[src/mlr_pkg.sv]
`timescale 1ns / 1ps
`default_nettype none
// ----------------------------------------------------------------------------
// mlr_pkg: shared definitions for the midpoint line rasterizer
// Command codes, configuration register indexes and fixed field widths.
// ----------------------------------------------------------------------------
package mlr_pkg;

	// fixed field widths
	localparam int PIX_BITS       = 13;
	localparam int ORIGIN_BITS    = 10;
	localparam int COLOR_BITS     = 4;
	localparam int CFG_INDEX_BITS = 2;

	// origin reset value, screen column and row
	localparam logic [ORIGIN_BITS-1:0] ORIGIN_RESET = 10'd320;

	// configuration register indexes
	localparam logic [CFG_INDEX_BITS-1:0] CFG_ORIGIN_X = 2'd0;
	localparam logic [CFG_INDEX_BITS-1:0] CFG_ORIGIN_Y = 2'd1;

	// input command codes
	typedef enum logic {
		CMD_START   = 1'b0,
		CMD_ADVANCE = 1'b1
	} cmd_t;

endpackage
`default_nettype wire

[src/midpoint_line_rasterizer_top.sv]
`timescale 1ns / 1ps
`default_nettype none
// ----------------------------------------------------------------------------
// midpoint_line_rasterizer_top: midpoint line rasterizer, all octants
// A start transaction latches a line and emits its first pixel; each advance
// transaction emits the next pixel, the final one flagged with last.
// ----------------------------------------------------------------------------
// Usage
//   Input channel in_valid/in_ready carries command, the two Cartesian
//   endpoints and the colour. Output channel out_valid/out_ready carries one
//   pixel per start and per advance while a line is active; an advance with
//   no line in progress produces nothing.
//   Configuration: cfg_we writes cfg_data into origin_x (index 0) or
//   origin_y (index 1); other indexes are ignored.
//   Path: a transaction taken is captured in the input register, and its
//   pixel is registered from there into the output register.
//   Throughput: one transaction per cycle unless the output stalls, set by
//   the single error update (add and compare) between the two registers.
//   Reset: no line in progress, both origins at 320, both channels empty.
//   Stall: while out_ready is low the pixel holds; one more transaction is
//   taken into the input register, then in_ready falls until the pixel
//   is taken.
// ----------------------------------------------------------------------------
module midpoint_line_rasterizer_top #(
	parameter int COORD_BITS = 12
) (
	input  wire                                    clk,
	input  wire                                    arst_n,
	// configuration port
	input  wire                                    cfg_we,
	input  wire  [mlr_pkg::CFG_INDEX_BITS-1:0]     cfg_index,
	input  wire  [mlr_pkg::ORIGIN_BITS-1:0]        cfg_data,
	// input channel
	input  wire                                    in_valid,
	output logic                                   in_ready,
	input  wire                                    command,
	input  wire  signed [COORD_BITS-1:0]           start_x,
	input  wire  signed [COORD_BITS-1:0]           start_y,
	input  wire  signed [COORD_BITS-1:0]           end_x,
	input  wire  signed [COORD_BITS-1:0]           end_y,
	input  wire  [mlr_pkg::COLOR_BITS-1:0]         color,
	// output channel
	output logic                                   out_valid,
	input  wire                                    out_ready,
	output logic signed [mlr_pkg::PIX_BITS-1:0]    pix_x,
	output logic signed [mlr_pkg::PIX_BITS-1:0]    pix_y,
	output logic [mlr_pkg::COLOR_BITS-1:0]         pix_color,
	output logic                                   last
);
	import mlr_pkg::*;

	// difference, error and wide screen widths
	localparam int DW = COORD_BITS + 1;
	localparam int EW = COORD_BITS + 3;
	localparam int WW = ((COORD_BITS > PIX_BITS) ? COORD_BITS : PIX_BITS) + 1;

	// configuration registers
	logic [ORIGIN_BITS-1:0] origin_x_q, origin_y_q;

	// input register
	logic                          valid_s1;
	logic                          command_s1;
	logic signed [COORD_BITS-1:0]  start_x_s1, start_y_s1, end_x_s1, end_y_s1;
	logic [COLOR_BITS-1:0]         color_s1;

	// line state
	logic                  active_q;
	logic [PIX_BITS-1:0]   cur_x_q, cur_y_q;
	logic [DW-1:0]         remaining_q;
	logic signed [EW-1:0]  error_q;
	logic signed [EW-1:0]  two_minor_q;
	logic signed [EW-1:0]  diag_inc_q;
	logic                  steep_q;
	logic                  minor_neg_q;
	logic [COLOR_BITS-1:0] line_color_q;

	// output register
	logic                  out_valid_q;
	logic [PIX_BITS-1:0]   pix_x_q, pix_y_q;
	logic [COLOR_BITS-1:0] pix_color_q;
	logic                  last_q;

	// start path signals
	logic signed [WW-1:0]  sx_w, sy_w, ex_w, ey_w, ox_w, oy_w;
	logic signed [WW-1:0]  ax_w, ay_w, bx_w, by_w;
	logic signed [DW-1:0]  dx, dy;
	logic [DW-1:0]         adx, ady;
	logic                  st_steep, st_swap, st_minor_neg;
	logic [DW-1:0]         st_major, st_minor;
	logic signed [EW-1:0]  st_two_minor, st_two_major, st_error;

	// advance path signals
	logic                  adv_diag;
	logic [PIX_BITS-1:0]   minor_step;

	// next values
	logic                  fire, produce, is_start;
	logic [PIX_BITS-1:0]   nxt_x, nxt_y;
	logic [DW-1:0]         nxt_rem;
	logic signed [EW-1:0]  nxt_error;

	// handshake
	assign fire     = valid_s1 && (!out_valid_q || out_ready);
	assign in_ready = !valid_s1 || fire;
	assign is_start = (command_s1 == CMD_START);
	assign produce  = is_start || active_q;

	// configuration writes
	always_ff @(posedge clk or negedge arst_n) begin
		if (!arst_n) begin
			origin_x_q <= ORIGIN_RESET;
			origin_y_q <= ORIGIN_RESET;
		end else if (cfg_we) begin
			if (cfg_index == CFG_ORIGIN_X) begin
				origin_x_q <= cfg_data;
			end else if (cfg_index == CFG_ORIGIN_Y) begin
				origin_y_q <= cfg_data;
			end
		end
	end

	// input register control
	always_ff @(posedge clk or negedge arst_n) begin
		if (!arst_n) begin
			valid_s1 <= 1'b0;
		end else if (in_ready) begin
			valid_s1 <= in_valid;
		end
	end

	// input register payload
	always_ff @(posedge clk) begin
		if (in_valid && in_ready) begin
			command_s1 <= command;
			start_x_s1 <= start_x;
			start_y_s1 <= start_y;
			end_x_s1   <= end_x;
			end_y_s1   <= end_y;
			color_s1   <= color;
		end
	end

	// endpoints to screen space, wrapped to pixel width
	always_comb begin
		sx_w = WW'(start_x_s1);
		sy_w = WW'(start_y_s1);
		ex_w = WW'(end_x_s1);
		ey_w = WW'(end_y_s1);
		ox_w = WW'(origin_x_q);
		oy_w = WW'(origin_y_q);
		ax_w = ox_w + sx_w;
		ay_w = oy_w - sy_w;
		bx_w = ox_w + ex_w;
		by_w = oy_w - ey_w;
	end

	// line setup: direction, octant and initial decision value
	always_comb begin
		dx           = DW'(end_x_s1) - DW'(start_x_s1);
		dy           = DW'(start_y_s1) - DW'(end_y_s1);
		adx          = dx[DW-1] ? $unsigned(-dx) : $unsigned(dx);
		ady          = dy[DW-1] ? $unsigned(-dy) : $unsigned(dy);
		st_steep     = ady > adx;
		st_swap      = st_steep ? dy[DW-1] : dx[DW-1];
		st_major     = st_steep ? ady : adx;
		st_minor     = st_steep ? adx : ady;
		st_minor_neg = (st_minor != '0) && ((st_steep ? dx[DW-1] : dy[DW-1]) ^ st_swap);
		st_two_minor = $signed({1'b0, st_minor, 1'b0});
		st_two_major = $signed({1'b0, st_major, 1'b0});
		st_error     = st_two_minor - $signed({2'b00, st_major});
	end

	// one midpoint step along the major axis
	always_comb begin
		adv_diag   = error_q > 0;
		minor_step = adv_diag ? (minor_neg_q ? '1 : PIX_BITS'(1)) : '0;
		nxt_error  = error_q + (adv_diag ? diag_inc_q : two_minor_q);
	end

	// select start or advance values
	always_comb begin
		if (is_start) begin
			nxt_x   = st_swap ? bx_w[PIX_BITS-1:0] : ax_w[PIX_BITS-1:0];
			nxt_y   = st_swap ? by_w[PIX_BITS-1:0] : ay_w[PIX_BITS-1:0];
			nxt_rem = st_major;
		end else if (steep_q) begin
			nxt_x   = cur_x_q + minor_step;
			nxt_y   = cur_y_q + PIX_BITS'(1);
			nxt_rem = remaining_q - DW'(1);
		end else begin
			nxt_x   = cur_x_q + PIX_BITS'(1);
			nxt_y   = cur_y_q + minor_step;
			nxt_rem = remaining_q - DW'(1);
		end
	end

	// line activity and output valid
	always_ff @(posedge clk or negedge arst_n) begin
		if (!arst_n) begin
			active_q    <= 1'b0;
			out_valid_q <= 1'b0;
		end else begin
			if (fire && produce) begin
				active_q <= (nxt_rem != '0);
			end
			if (fire) begin
				out_valid_q <= produce;
			end else if (out_ready) begin
				out_valid_q <= 1'b0;
			end
		end
	end

	// line state and pixel payload
	always_ff @(posedge clk) begin
		if (fire && produce) begin
			cur_x_q     <= nxt_x;
			cur_y_q     <= nxt_y;
			remaining_q <= nxt_rem;
			pix_x_q     <= nxt_x;
			pix_y_q     <= nxt_y;
			last_q      <= (nxt_rem == '0);
			if (is_start) begin
				error_q      <= st_error;
				two_minor_q  <= st_two_minor;
				diag_inc_q   <= st_two_minor - st_two_major;
				steep_q      <= st_steep;
				minor_neg_q  <= st_minor_neg;
				line_color_q <= color_s1;
				pix_color_q  <= color_s1;
			end else begin
				error_q     <= nxt_error;
				pix_color_q <= line_color_q;
			end
		end
	end

	// output ports
	assign out_valid = out_valid_q;
	assign pix_x     = $signed(pix_x_q);
	assign pix_y     = $signed(pix_y_q);
	assign pix_color = pix_color_q;
	assign last      = last_q;

`ifndef ASSERT_OFF
	// a line in progress always has pixels left to give
	a_active_has_pixels: assert property (@(posedge clk) disable iff (!arst_n)
		active_q |-> (remaining_q != '0))
		else $error("active line with no remaining pixels");

	// the final pixel closes the line
	a_last_closes_line: assert property (@(posedge clk) disable iff (!arst_n)
		(fire && produce && (nxt_rem == '0)) |=> !active_q)
		else $error("line still active after its last pixel");

	// the decision value never exceeds twice the minor length
	a_error_bound: assert property (@(posedge clk) disable iff (!arst_n)
		active_q |-> (error_q <= two_minor_q))
		else $error("decision value out of range");

	// a line only becomes active through a start transaction
	a_start_opens_line: assert property (@(posedge clk) disable iff (!arst_n)
		$rose(active_q) |-> $past(fire && is_start))
		else $error("line activated without a start");

	// an idle advance gives no pixel
	a_idle_advance_silent: assert property (@(posedge clk) disable iff (!arst_n)
		(fire && !is_start && !active_q) |=> !out_valid_q)
		else $error("pixel produced by an idle advance");
`endif

endmodule
`default_nettype wire
[config.mk]
export PLATFORM = sky130hd
export DESIGN_NAME = midpoint_line_rasterizer_top
export DESIGN_NICKNAME = d
export VERILOG_FILES = /design/src/mlr_pkg.sv /design/src/midpoint_line_rasterizer_top.sv
export SDC_FILE = /design/constraint.sdc
export NUM_CORES = 1
export LEC_CHECK = 0
export BUFFER_PORTS_ARGS = -buffer_cell sky130_fd_sc_hd__buf_2
export CORE_MARGIN = 8
export CORE_UTILIZATION = 65
export CTS_CLUSTER_SIZE = 20
export DETAILED_ROUTE_END_ITERATION = 10
export PLACE_DENSITY = 0.95
export SLEW_MARGIN = 25
export SYNTH_ARGS = -nofsm -noshare
export SYNTH_HDL_FRONTEND = slang
export SYNTH_SLANG_ARGS = --single-unit
[constraint.sdc]
create_clock -name clk -period 11.9 [get_ports clk]
set_input_delay 1.19 -clock clk [delete_from_list [all_inputs] [get_ports clk]]
set_output_delay 1.19 -clock clk [all_outputs]
set_load 0.02 [all_outputs]
* Word-level counts from Yosys, hierarchy flattened
Index checks and enable logic that the tools add are counted. Widths: inputs -> output; s select.
Word-level totals: register bits 165, output and inout bits 33, logic and storage cells 80
Cells by class: add/subtract/negate cells 16, magnitude comparators 2, equality and inequality tests 1, mux-type cells 20, bitwise logic cells 3, reduce and logical (&&, ||, !) cells 17
Operators with widths (number):
- $mux 13 | 13
- $mux 15 | 2
- $add 11x12->13 | 2
- $add 13x1->13 const B | 2
- $add 13x13->13 | 2
- $neg 13->13 | 2
- $reduce_bool 13->1 | 2
- $sub 11x12->13 | 2
- $sub 12x12->13 | 2
- $add 15x15->15 | 1
- $gt 15x1->1 const B | 1
- $sub 14x13->15 | 1
- $sub 14x14->15 | 1
- $gt 13x13->1 | 1
- $logic_not 13->1 | 1
- $sub 13x1->13 const B | 1
- $logic_and 1x1->1 | 4
- $mux 1 | 4
- $mux 4 | 1
- $reduce_and 2->1 | 2
- $logic_or 1x1->1 | 3
- $reduce_and 3->1 | 1
- $eq 2x1->1 const B | 1
- $logic_not 1->1 | 2
- 4 further kinds | 5

* Depth between registers and ports, before layout
word-level depth 7, mapped depth 38

* Least setup slack after synthesis
No wires, ideal clock.
kind register -> register, start point register start_x_s1[0], end point register pix_y_q[10] (netlist: pix_y[10]), data pin, setup time 0.256 ns, data arrival time 7.084 ns, required time 11.644 ns, setup slack 4.560 ns, stages on the path, launching flop included 35, path buffers 2, period minus slack after synthesis 7.340 ns, path through edfxtp_1 > ha_1 > fa_1 > nand2b_1 > a211oi_4 > o41a_1 > xor2_1 > a211o_1 > or2_1 > or4_4 > ha_1 > o21ai_0 > nor2_1 > or2_0 > o21ai_2 > inv_2 > clkbuf_1 > o21ai_2 > clkbuf_1 > nand2_1 > o21ai_0 > ha_1 > inv_1 > fa_1 > nand2_1 > nand2_1 > a21oi_1 > o21ai_0 > a21oi_1 > o21ai_0 > a21oi_1 > nand2b_1 > a21boi_0 > or3_1 > a31o_2
Between the ends: longest elaborated chain between the ends 7
Ends and longest elaborated chain:
- start: declaration | line midpoint_line_rasterizer_top.sv:63 | logic signed [COORD_BITS-1:0] start_x_s1, start_y_s1, end_x_s1, end_y_s1;
- start signal: assignment | line midpoint_line_rasterizer_top.sv:135 | start_x_s1 <= start_x;
- $sub 12x12->13 * | line midpoint_line_rasterizer_top.sv:159 | dx = DW'(end_x_s1) - DW'(start_x_s1);
- $neg 13->13 | line midpoint_line_rasterizer_top.sv:161 | adx = dx[DW-1] ? $unsigned(-dx) : $unsigned(dx);
- $mux 13 | line midpoint_line_rasterizer_top.sv:161
- $gt 13x13->1 | line midpoint_line_rasterizer_top.sv:163 | st_steep = ady > adx;
- $mux 1 * | line midpoint_line_rasterizer_top.sv:164 | st_swap = st_steep ? dy[DW-1] : dx[DW-1];
- $mux 13 * | line midpoint_line_rasterizer_top.sv:184 | nxt_y = st_swap ? by_w[PIX_BITS-1:0] : ay_w[PIX_BITS-1:0];
- $mux 13 * | line midpoint_line_rasterizer_top.sv:182 | if (is_start) begin
- net nxt_y[10] | line midpoint_line_rasterizer_top.sv:98 | logic [PIX_BITS-1:0] nxt_x, nxt_y;
- end signal: assignment | line midpoint_line_rasterizer_top.sv:221 | pix_y_q <= nxt_y;
- end: declaration | line midpoint_line_rasterizer_top.sv:79 | logic [PIX_BITS-1:0] pix_x_q, pix_y_q;
The timed path passes the listed nets; every way through them passes the cells marked *. A chain may end at the register's enable or synchronous reset.

* Worst setup path in the final report
start point register start_x_s1[0], end point register pix_y_q[11] (netlist: pix_y[11]), data pin
Same word-level chain as after synthesis.

==> out/qor_table.md <==
| Metric | Value | Unit |
|:---|:---|:---|
| Residual DRC count | 0 | - |
| Most used flip-flop cell after synthesis | edfxtp_1 | - |
| EDFF count, synth | 141 | - |
| Starting density of the core | 66.1 | % |
| Met3 wirelength from detailed routing | 2900 | um |
| Element type at the critical path start | register | - |
| Critical Setup Path Class | register to register | - |
| Number of diodes | 0 | - |
| Clock-pin transition on the worst setup and hold timing paths | 80 | ps |
| Post-CTS repair timing setup buffer count | 0 | - |
| Multi-input logic area | 7040 | sq um |
| Total congestion overflow | 0 | - |
| Total number of yosys warnings | 0 | - |
| Sum of negative setup slack | 0 | ps |
| Pwr per Cell Area | 310 | nW/um^2 |
| Fraction of final layout cells with drive strength greater than 1 | 16.6 | % |
| Data required, critical path | 12090 | ps |
| Routability-driven placement congestion ratio | 1.01 | - |
| Post-DR wirelength/cell | 20.1 | um |
| Startpoint of the lowest-slack hold path | color_s1[0] | - |
| Detailed router's first-iteration violation count | 1167 | - |
| Share of the clock period used by the worst path | 69.2 | % |
| Core area | 18600 | sq um |
| Height of the die | 154 | um |
| Number of antenna violations at the first check in global routing | 0 | - |
| Vias per Instance | 6.50 | - |
| Sequential-to-total area share from yosys stat | 39.1 | % |
| Relative max-transition margin | 40.3 | % |
| Port bufs | 102 | - |
| Fin. max-slew vios | 0 | - |
| Cell with the most instances after synthesis | edfxtp_1 | - |
| Flop and latch count out of synthesis | 164 | - |
| Slowest-stage cell, CP | xor2_1 | - |
| Number of cells traversed by the worst hold path | 0 | - |
| GRT Util Overall | 27.0 | % |
| Area share of the largest cell type after synthesis | 34.4 | % |
| Worst-Skew Late Latency | 450 | ps |
| Fraction of registers with async set/reset | 14.0 | % |
| Area growth from synthesis to final layout | 11.2 | % |
| Final Instance Area | 13700 | sq um |
| Layout Nets | 1528 | - |
| Arrival time at the worst endpoint | 8430 | ps |
| Met1 routed wirelength after detailed routing | 12600 | um |
| Number of maximum-capacitance violations | 0 | - |
| Type of the most critical hold path | register to register | - |
| Mapped Area | 12300 | sq um |
| Terminus of the critical flop-to-flop path | pix_y[11] | - |
| First-pass iteration count of the detailed router | 6 | - |
| Logic depth of the worst register-to-register path | 33 | - |
| Post-detail-place hpwl | 23300 | um |
| Status | completed | - |
| Upper clock frequency limit | 0.121 | GHz |
| Final WS setup | 3660 | ps |
| Via count of the first global-routing pass | 10.2k | - |
| Static leakage | 5.85 | nW |
| Root Buffer | clkbuf_16 | - |
| Cts bufs inserted | 17 | - |
| Highest metal layer with signal wires | met4 | - |
| Post-cts resize count | 0 | - |
| Mapped Avg Cell Area | 9.93 | sq um |
| Global-route wire length before repair | 51300 | um |
| Slack of the worst reg-to-reg path | 3660 | ps |
| Die footprint | 23600 | sq um |
| Die Width | 154 | um |
| Number of nets with antenna violations after routing | 0 | - |
| Num ports | 103 | - |
| Number of rows in the core area | 50 | - |
| Htree depth | 4 | - |
| Hold-critical path endpoint | pix_color[0] | - |
| Worst Tran Pin Value | 889 | ps |
| Cell types with the largest area share after synthesis | edfxtp_1, ha_1, xnor2_1, dfrtp_1, o21ai_0 | - |
| Worst setup slack before clock tree synthesis | 3980 | ps |
| Maximum ir drop on the vdd rail | 181 | uV |
| Vias after detailed routing | 10.3k | - |
| Final Hold Viols | 0 | - |
| TritonCTS clock tree | done | - |
| Number of fill cells in the layout | 1211 | - |
| Worst clock skew on the final layout | 12.5 | ps |
| Pin count of the biggest net entering global routing | 74 | - |
| Source of the worst register-to-register timing path | start_x_s1[0] | - |
| Area leader, netlist | edfxtp_1 | - |
| Clock tree sinks | 164 | - |
| Instance count of the mapped netlist | 1240 | - |
| Clock Path Buffers | 2 | - |
| Cts-stage hold buffer count | 0 | - |
| Most frequent cell on the critical path | o21ai_0 | - |
| Mapped Nets | 1428 | - |
| Endpoint kind of the worst setup timing path | register | - |
| Area post-placement | 13100 | sq um |
| Routed wl met2 | 15000 | um |
| Unique masters post-synth | 83 | - |
| Setup repair after global routing missed its margin | false | - |
| Area taken by flip-flops and latches | 4810 | sq um |
| Crit Path Max Fanout | 37 | - |
| Setup violations, final | 0 | - |
| Total Routed Length | 32000 | um |
| Worst stage delay on the critical path | 430 | ps |
| List of most frequent post-synthesis cells | edfxtp_1, ha_1, nand2_1, inv_1, o21ai_0 | - |
| Post-layout min period | 8240 | ps |
how the worst max path moves through the flow:
stage	slack, ps	start	to
5_1_grt	3090	start_x_s1[0]	pix_y[11]
6_report	3660	start_x_s1[0]	pix_y[11]
4_1_cts	3850	start_x_s1[0]	pix_y[10]
3_3_place_gp	4300	start_x_s1[0]	pix_y[10]
2_1_floorplan	4560	start_x_s1[0]	pix_y[10]
3_5_place_dp	3980	start_x_s1[0]	pix_y[10]
stage by stage:
stage | hold WS [ps] | std cells | power, W | util, %
finish | 422 | 1587 | 0.00424 | 73.5
global route | 443 | 1587 | 0.00452 | 73.5
CTS | 424 | 1587 | 0.00417 | 73.5
detailed placement | 414 | 1555 | 0.00352 | 70.1
global placement | 401 | 1555 | 0.00341 | 70.1
floorplan | 400 | 1240 | 0.00293 | -
cell usage in the layout, fill, tap and decap left out, types with 16 or more instances in the layout:
master     count
a21o_1        33
nand2_1       95
nand3_1       22
ha_1         110
xnor2_1       73
mux2_2        37
nor2b_1       16
dfrtp_1       19
clkbuf_16     17
nor3_1        22
edfxtp_1     141
mux2i_1       19
inv_1         93
nand2b_1      23
a21oi_1       84
buf_2        102
o21ai_0       87
nor2_1        80
or3_1         16
xor2_1        30
logic make-up after synthesis:
logic type / share of synthesized area [%]
compound gates: 18.0
xor+xnor: 8.22
fa+ha+maj: 12.5
buf+inv: 3.92
flops: 39.1
mux: 5.31
simple gates: 13.0
flip-flops by register name (all words and copies together), names as in the netlist, 4 cells and up:
name         cells
color_s1         4
diag_inc_q      14
end_x_s1        12
end_y_s1        12
pix_color        4
remaining_q     13
origin_x_q      10
origin_y_q      10
start_x_s1      12
two_minor_q     13
start_y_s1      12
pix_x           13
error_q         15
pix_y           13
critical path: cells and delay by family, from the launching register on:
kind                       cells  cell delay (ps)
AOI/OAI and AO/OA             16             3490
xor gates and xnor gates       3              750
adders and majority gates      4             1340
buffers and inverters          2              790
DFF                            1              400
muxes                          1               90
and+or+nand+nor                7             1100
layer usage:
layer | vias to the layer above | global-route usage (%)
met5 | - | 0
li1 | 4726 | -
met3 | 126 | 5.97
met1 | 4858 | 32.9
met4 | 0 | 12.6
met2 | 609 | 45.0
power breakdown:
group          total [W]  switching (W)  internal, W
clock           0.000571       0.000269     0.000302
sequential      0.000948      0.0000770     0.000871
combinational    0.00273        0.00164      0.00109
cell type report:
class | instances | share of cell area, %
clock inverter | 15 | 1.40
sequential | 164 | 35.2
clock buffer | 17 | 3.11
inverter | 95 | 2.60
multi-input combinational | 951 | 51.4
tap | 234 | 2.14
timing repair buffer | 111 | 4.22
(Power assumes the default switching activity.)
